<file path="config.mk">
export PLATFORM = sky130hd
export DESIGN_NAME = wrh_ctrl
export DESIGN_NICKNAME = d
export VERILOG_FILES = /design/src/rtl/wrh_pkg.sv /design/src/rtl/wrh_ctrl.sv
export SDC_FILE = /design/constraint.sdc
export NUM_CORES = 1
export LEC_CHECK = 0
export BUFFER_PORTS_ARGS = -buffer_cell sky130_fd_sc_hd__buf_2
export CAP_MARGIN = 20
export CORE_AREA = 4 4 41 43
export CTS_BUF_LIST = sky130_fd_sc_hd__clkbuf_2
export DETAILED_ROUTE_END_ITERATION = 16
export DIE_AREA = 0 0 45 47
export REMOVE_ABC_BUFFERS = 1
export SYNTH_ARGS = -nofsm -noshare
export SYNTH_HDL_FRONTEND = slang
export SYNTH_SLANG_ARGS = --single-unit
</file>
<file path="constraint.sdc">
create_clock -name clk -period 1.9 [get_ports clk]
set_input_delay 0.38 -clock clk [delete_from_list [all_inputs] [get_ports clk]]
set_output_delay 0.38 -clock clk [all_outputs]
set_load 0.05 [all_outputs]
</file>
<file path="src/rtl/wrh_pkg.sv">
// ----------------------------------------------------------------------------
// wrh_pkg: shared types and constants for the water ripple height field
// Field geometry defaults, command codes and controller/datapath interface.
// ----------------------------------------------------------------------------
package wrh_pkg;

  localparam int DEF_FIELD_WIDTH  = 128;
  localparam int DEF_FIELD_HEIGHT = 128;
  localparam logic [3:0] DAMP_RESET = 4'd5;

  localparam logic [1:0] CMD_TICK = 2'd0;
  localparam logic [1:0] CMD_BLOB = 2'd1;
  localparam logic [1:0] CMD_READ = 2'd2;
  localparam logic [1:0] CMD_RSVD = 2'd3;

  // datapath operations issued by the controller
  localparam logic [2:0] OP_NONE  = 3'd0;
  localparam logic [2:0] OP_CLEAR = 3'd1;
  localparam logic [2:0] OP_READ  = 3'd2;
  localparam logic [2:0] OP_RIP   = 3'd3;
  localparam logic [2:0] OP_BLOB  = 3'd4;

  typedef struct packed {
    logic [2:0] op;
    logic       page;      // write page for ripple/blob, read page for read
    logic       first;     // first cycle of an operation: load addresses
  } wrh_cmd_t;

  typedef struct packed {
    logic done;            // last memory write (or the read) of the operation issued
  } wrh_stat_t;

  function automatic logic signed [15:0] sat16(input logic signed [20:0] v);
    if (v > 21'sd32767) return 16'sh7fff;
    if (v < -21'sd32768) return 16'sh8000;
    return v[15:0];
  endfunction

endpackage

</file>
<file path="src/rtl/wrh_ctrl.sv">
// ----------------------------------------------------------------------------
// wrh_ctrl: command sequencer
// Clears memories after reset, accepts requests, sequences operations, and
// strobes the single result per request.
// ----------------------------------------------------------------------------
module wrh_ctrl import wrh_pkg::*; (
  input  logic       clk,
  input  logic       rst,
  input  logic       start,
  input  logic [1:0] cmd_in,
  input  logic       read_page,
  input  logic       idx_ok,
  input  wrh_stat_t  stat,
  output wrh_cmd_t   cmd,
  output logic       busy,
  output logic       done,
  output logic       is_read_answer,
  output logic       zero_val
);

  localparam logic [2:0] S_INIT = 3'd0, S_CLR = 3'd1, S_IDLE = 3'd2,
                         S_RUN = 3'd3, S_RD = 3'd4, S_FIN = 3'd5;

  logic [2:0] state, state_next;
  logic       wpage, rdok, is_tick;

  always_comb begin
    state_next = state;
    cmd = '{op: OP_NONE, page: wpage, first: 1'b0};
    case (state)
      S_INIT: begin
        cmd = '{op: OP_CLEAR, page: 1'b0, first: 1'b1};
        state_next = S_CLR;
      end
      S_CLR: if (stat.done) state_next = S_IDLE;
      S_IDLE: if (start) begin
        case (cmd_in)
          CMD_TICK: begin cmd = '{op: OP_RIP, page: wpage, first: 1'b1};
                    state_next = S_RUN; end
          CMD_BLOB: begin cmd = '{op: OP_BLOB, page: wpage, first: 1'b1};
                    state_next = S_RUN; end
          CMD_READ: begin cmd = '{op: OP_READ, page: read_page, first: 1'b1};
                    state_next = S_RD; end
          default:  state_next = S_FIN;
        endcase
      end
      S_RUN: if (stat.done) state_next = S_FIN;
      S_RD:  state_next = S_FIN;
      S_FIN: state_next = S_IDLE;
      default: state_next = S_INIT;
    endcase
  end

  always_ff @(posedge clk) begin
    if (rst) begin
      state <= S_INIT; wpage <= 1'b0; rdok <= 1'b0; is_tick <= 1'b0;
      done <= 1'b0; is_read_answer <= 1'b0; zero_val <= 1'b1;
    end else begin
      state <= state_next;
      done <= 1'b0;
      if (state == S_IDLE && start) begin
        is_read_answer <= (cmd_in == CMD_READ);
        rdok <= idx_ok;
        is_tick <= (cmd_in == CMD_TICK);
      end
      if (state_next == S_FIN) begin
        done <= 1'b1;
        zero_val <= !(is_read_answer && rdok) || state != S_RD;
        if (state == S_IDLE) begin
          zero_val <= 1'b1; is_read_answer <= 1'b0;
        end
        if (state == S_RUN && is_tick) wpage <= !wpage;
      end
    end
  end

  assign busy = (state != S_IDLE);

endmodule

</file>
## Yosys cells after proc, flatten, opt, wreduce, memory -nomap -nowiden

Cells that the tools add are included.

- Multiplexer cells: 13
- Reductions and logical operators: 10
- Order comparisons: 0
- Eq/ne operators: 10
- Multipliers: 0
- Add/subtract/negate cells: 0
- Shifts and indexed selects: 0
- Divide/modulo/power cells: 0
- Bitwise operators: 0

Operator list:

| cell | number |
|---|---|
| 3-bit one-hot mux with 6 select lines | 1 |
| 5-bit one-hot mux with 3 select lines | 1 |
| 5-bit one-hot mux with 2 select lines | 1 |
| 3-bit equality test (second input constant) | 3 |
| 3-bit two-way mux | 3 |
| 3-bit by 2-bit equality test with 1-bit output (second input constant) | 2 |
| 3-bit one-hot mux with 2 select lines | 1 |
| 1-bit two-way mux | 5 |
| 5-bit two-way mux | 1 |
| 3-bit by 1-bit equality test with 1-bit output (second input constant) | 1 |
| 1-bit logical AND | 3 |
| 3-bit logical NOT | 1 |
| 3-bit by 2-bit != test with 1-bit output (second input constant) | 1 |
| 3-bit != test (second input constant) | 1 |
| 2-bit by 1-bit equality test with 1-bit output (second input constant) | 1 |
| 2-bit equality test (second input constant) | 1 |
| 1-bit logical NOT | 2 |
| 2-bit logical NOT | 1 |
| 2-bit AND reduction | 1 |
| 2-bit OR reduction | 1 |
| 1-bit logical OR | 1 |

- Bits in latches: 0
- ROM bits: 0
- Memories: 0
- Input port bits: 8
- Memory bits (writable): 0
- Logic and storage cells: 40
- Output and inout bits: 9
- Register bits after elaboration: 9

## Logic depth before layout (Yosys ltp)

- Word-level depth: 7
- Depth in mapped cells: 6
- Mapped depth without buffers: 4

## Worst setup path before layout

No wires, ideal clock.

- Kind: reg2out
- From: reg state[1]
- To: out cmd[1] in the netlist's numbering
- Stages on the path, launching flop included: 4
- Setup slack: -0.438 ns
- Data required time: 1.520 ns
- Buffers on the path: 1
- Arrival: 1.958 ns
- Cells stage by stage: dfxtp_1 -> clkbuf_1 -> nand2_1 -> o32ai_1

RTL lines:

| element | RTL line | RTL |
|---|---|---|
| from (decl) | wrh_ctrl.sv:24 | `logic [2:0] state, state_next;` |
| from (signal assigned) | wrh_ctrl.sv:59 | `state <= state_next;` |
| to (decl) | wrh_ctrl.sv:14 | `output wrh_cmd_t cmd,` |

==> summary.md <==
| Metric | Value |
|---|---|
| Status | `finished clean` |
| Die W | `roughly 45 um` |
| Routed WL per cell | `11.14 um` |
| Hold Crit Start | `idx_ok` |
| Static Leak | `0.2644 nW` |
| Crit Path Max Fanout | `10` |
| Synthesized instance count | `roughly 60` |
| Final Cell Area | `~630 um^2` |
| Final Hold Viols | `0` |
| Worst Path Arrival | `approximately 1400 ps` |
| Nets | `87` |
| Wirelength, routed | `slightly above 1000 um` |
| GPL Wtd Cong | `0.7289` |
| Largest net degree at the start of global routing | `11` |
| CP startpoint kind | `flop` |
| EDFF count, synth | `0` |
| Via Count | `474` |
| Die ar. | `between 0.002 and 0.0025 mm^2` |
| Sum of negative setup slack | `0 ps` |
| Rows | `13` |
| R2r setup slk | `~500 ps` |
| RSZ-0062 raised after global routing | `false` |
| Longest Clk Path Bufs | `2` |
| Hold WC Path Type | `in -> reg` |
| Crit path kind | `reg -> out` |
| CTS Buf Count | `3` |
| Total power | `between 400 and 500 uW` |
| Clock root buffer | `clkbuf_2` |
| Synthesized flop and latch total | `9` |
| Initial Util | `39.90%` |
| Yosys cell types | `28` |
| Final Cycle Share | `94.10%` |
| Clock Latency Late Sink | `around 240 ps` |
| Async S/R FF share, synth | `0%` |
| Slowest stage delay, CP | `roughly 370 ps` |
| Via-to-Cell Ratio | `5.097` |
| Drt drc | `0` |
| Worst flop-to-flop path startpoint | `state[2]` |
| Synth top area cells | `dfxtp_1, nor2_1, mux2i_1` |
| Worst Path Required | `between 1500 and 2000 ps` |
| # port buffers | `16` |
| DRT antenna net count | `0` |
| Reg-to-Reg End | `zero_val` |
| Crit path cell chain | `or2_1 -> o32ai_2 -> buf_4` |
| GRT overflow | `0` |
| Post-synth top cells | `dfxtp_1, nor2_1, nand2_1` |
| Synthesized area | `around 520 um^2` |
| Synth Warn # | `0` |
| First drt pass iteration count | `4` |
| Post-synthesis sequential area ratio | `around a third` |
| Final setup vio count | `0` |
| Final core occ | `between 40 and 50%` |
| Setup crit end kind | `output port` |
| First-pass GRT wire length | `1718 um` |
| CP endpoint | `cmd[1]` |
| DP Area | `595.6 um^2` |
| Post-synth top area cell | `dfxtp_1` |
| Slew Limit Headroom | `78.87%` |
| CTS tree | `built` |
| Boundary Pins | `17` |
| Max Cap Viol | `0` |
| CTS H-tree lvls | `1` |
| Reg clk slew, reported paths | `~90 ps` |
| Antenna diode count | `0` |
| Slowest cell on crit path | `dfxtp_2` |
| Final min period | `1788 ps` |
| Synth top area share | `34.70%` |
| P per Cell Area | `757.3 mW/mm^2` |
| Layout cells sized above 1 | `35.90%` |
| CTS Sinks | `9` |
| GRT Resource Usage Total | `11.33%` |
| Max-slew violation count | `0` |
| Max Clock Skew | `around 3.9 ps` |
| Antenna violations before repair | `0` |
| Synth Area per Inst | `8.512 um^2` |
| 1st-iter DRT viols | `9` |
| Worst-Margin Slew | `312.6 ps` |
| Most used DFF post-synth | `dfxtp_1` |
| Worst Reg2Reg Path Length in Cells | `4` |
| Post-CTS setup buffer count | `0` |
| Post-DP HPWL | `between 700 and 800 um` |
| Core Box Area | `0.001301 mm^2` |
| Post-CTS Hold Buffers | `0` |
| Area Overhead vs Synth | `21.45%` |
| Fmax | `559.3 MHz` |
| Vias in the first global route | `397` |
| Max VDD drop | `about 0.00038 V` |
| Die H | `47 um` |
| Critical Path Source | `state[0]` |
## worst min path at each step
stage	end	slack, ps	cells past startpoint
2_1_floorplan	state[1]	450	1
3_3_place_gp	rdok	480	2
3_5_place_dp	rdok	480	2
4_1_cts	rdok	350	3
5_1_grt	rdok	360	3
6_report	rdok	360	3
## final cells by class
class,count,area (um^2)
Multi-Input combinational cell,47,312.8
Timing Repair Buffer,17,92.59
Fill cell,141,670.6
Sequential cell,9,182.7
Tap cell,15,18.77
Inverter,1,3.754
Clock buffer,4,20.02
## repair_timing
| action | CTS | global route |
|---|---|---|
| endpoints found under the setup margin | 1 | 2 |
| cloned | 0 | 0 |
| gates resized for setup | 1 | 5 |
## cell families after synthesis
logic type	after synthesis	share of synthesized area, %
compound gates	12	16.14
xor+xnor	1	1.687
buf+inv	5	6.504
flops	9	34.70
mux	3	5.783
simple gates	31	35.18
## cell usage in the layout (no fill, tap or decap), types with 2 or more instances in the layout
cell type and count:
nand2_1 6, clkbuf_2 4, mux2i_1 3, nand3b_1 3, buf_2 14, a21oi_1 5, dfxtp_1 7, nor2b_1 3
dfxtp_2 2, nor3_1 2, buf_4 3, nor2_1 9
## where the power goes
part / total, mW / switching (mW) / internal, mW
Combinational: 0.143 / 0.0923 / 0.0506
Sequential: 0.214 / 0.0147 / 0.199
Clock: 0.121 / 0.0649 / 0.0560
## critical path, delay by kind of cell, from the launching register on
kind                   cells  cell delay, ps
flip-flops                 1             370
AO/OA/AOI/OAI              1             270
AND/OR/NAND/NOR            1             290
buffers and inverters      1             230
## sequential cells by signal, summed over array words and instances, names as in the netlist
signal / flops
wpage: 1
done: 1
is_read_answer: 1
state: 3
zero_val: 1
rdok: 1
is_tick: 1
## routing by layer
| layer | routed length (um) | global-route usage, % |
|---|---|---|
| met3 | 118 | 3.448 |
| met4 | 17 | 7.018 |
| met5 | 0 | 0 |
| met1 | 512 | 15.60 |
| met2 | 388 | 15.25 |
## through the flow
| step | instances | worst slack [ps] | hold WS (ps) |
|---|---|---|---|
| after floorplan | 57 | -397.1 | 449.1 |
| after global placement | 89 | 267.5 | 477.0 |
| after detailed placement | 89 | 271.9 | 482.1 |
| after CTS | 93 | 23.57 | 353.7 |
| after global routing | 93 | 23.94 | 358.3 |
| final | 93 | 112.0 | 364.5 |
Power figures use the tool's default switching activity.
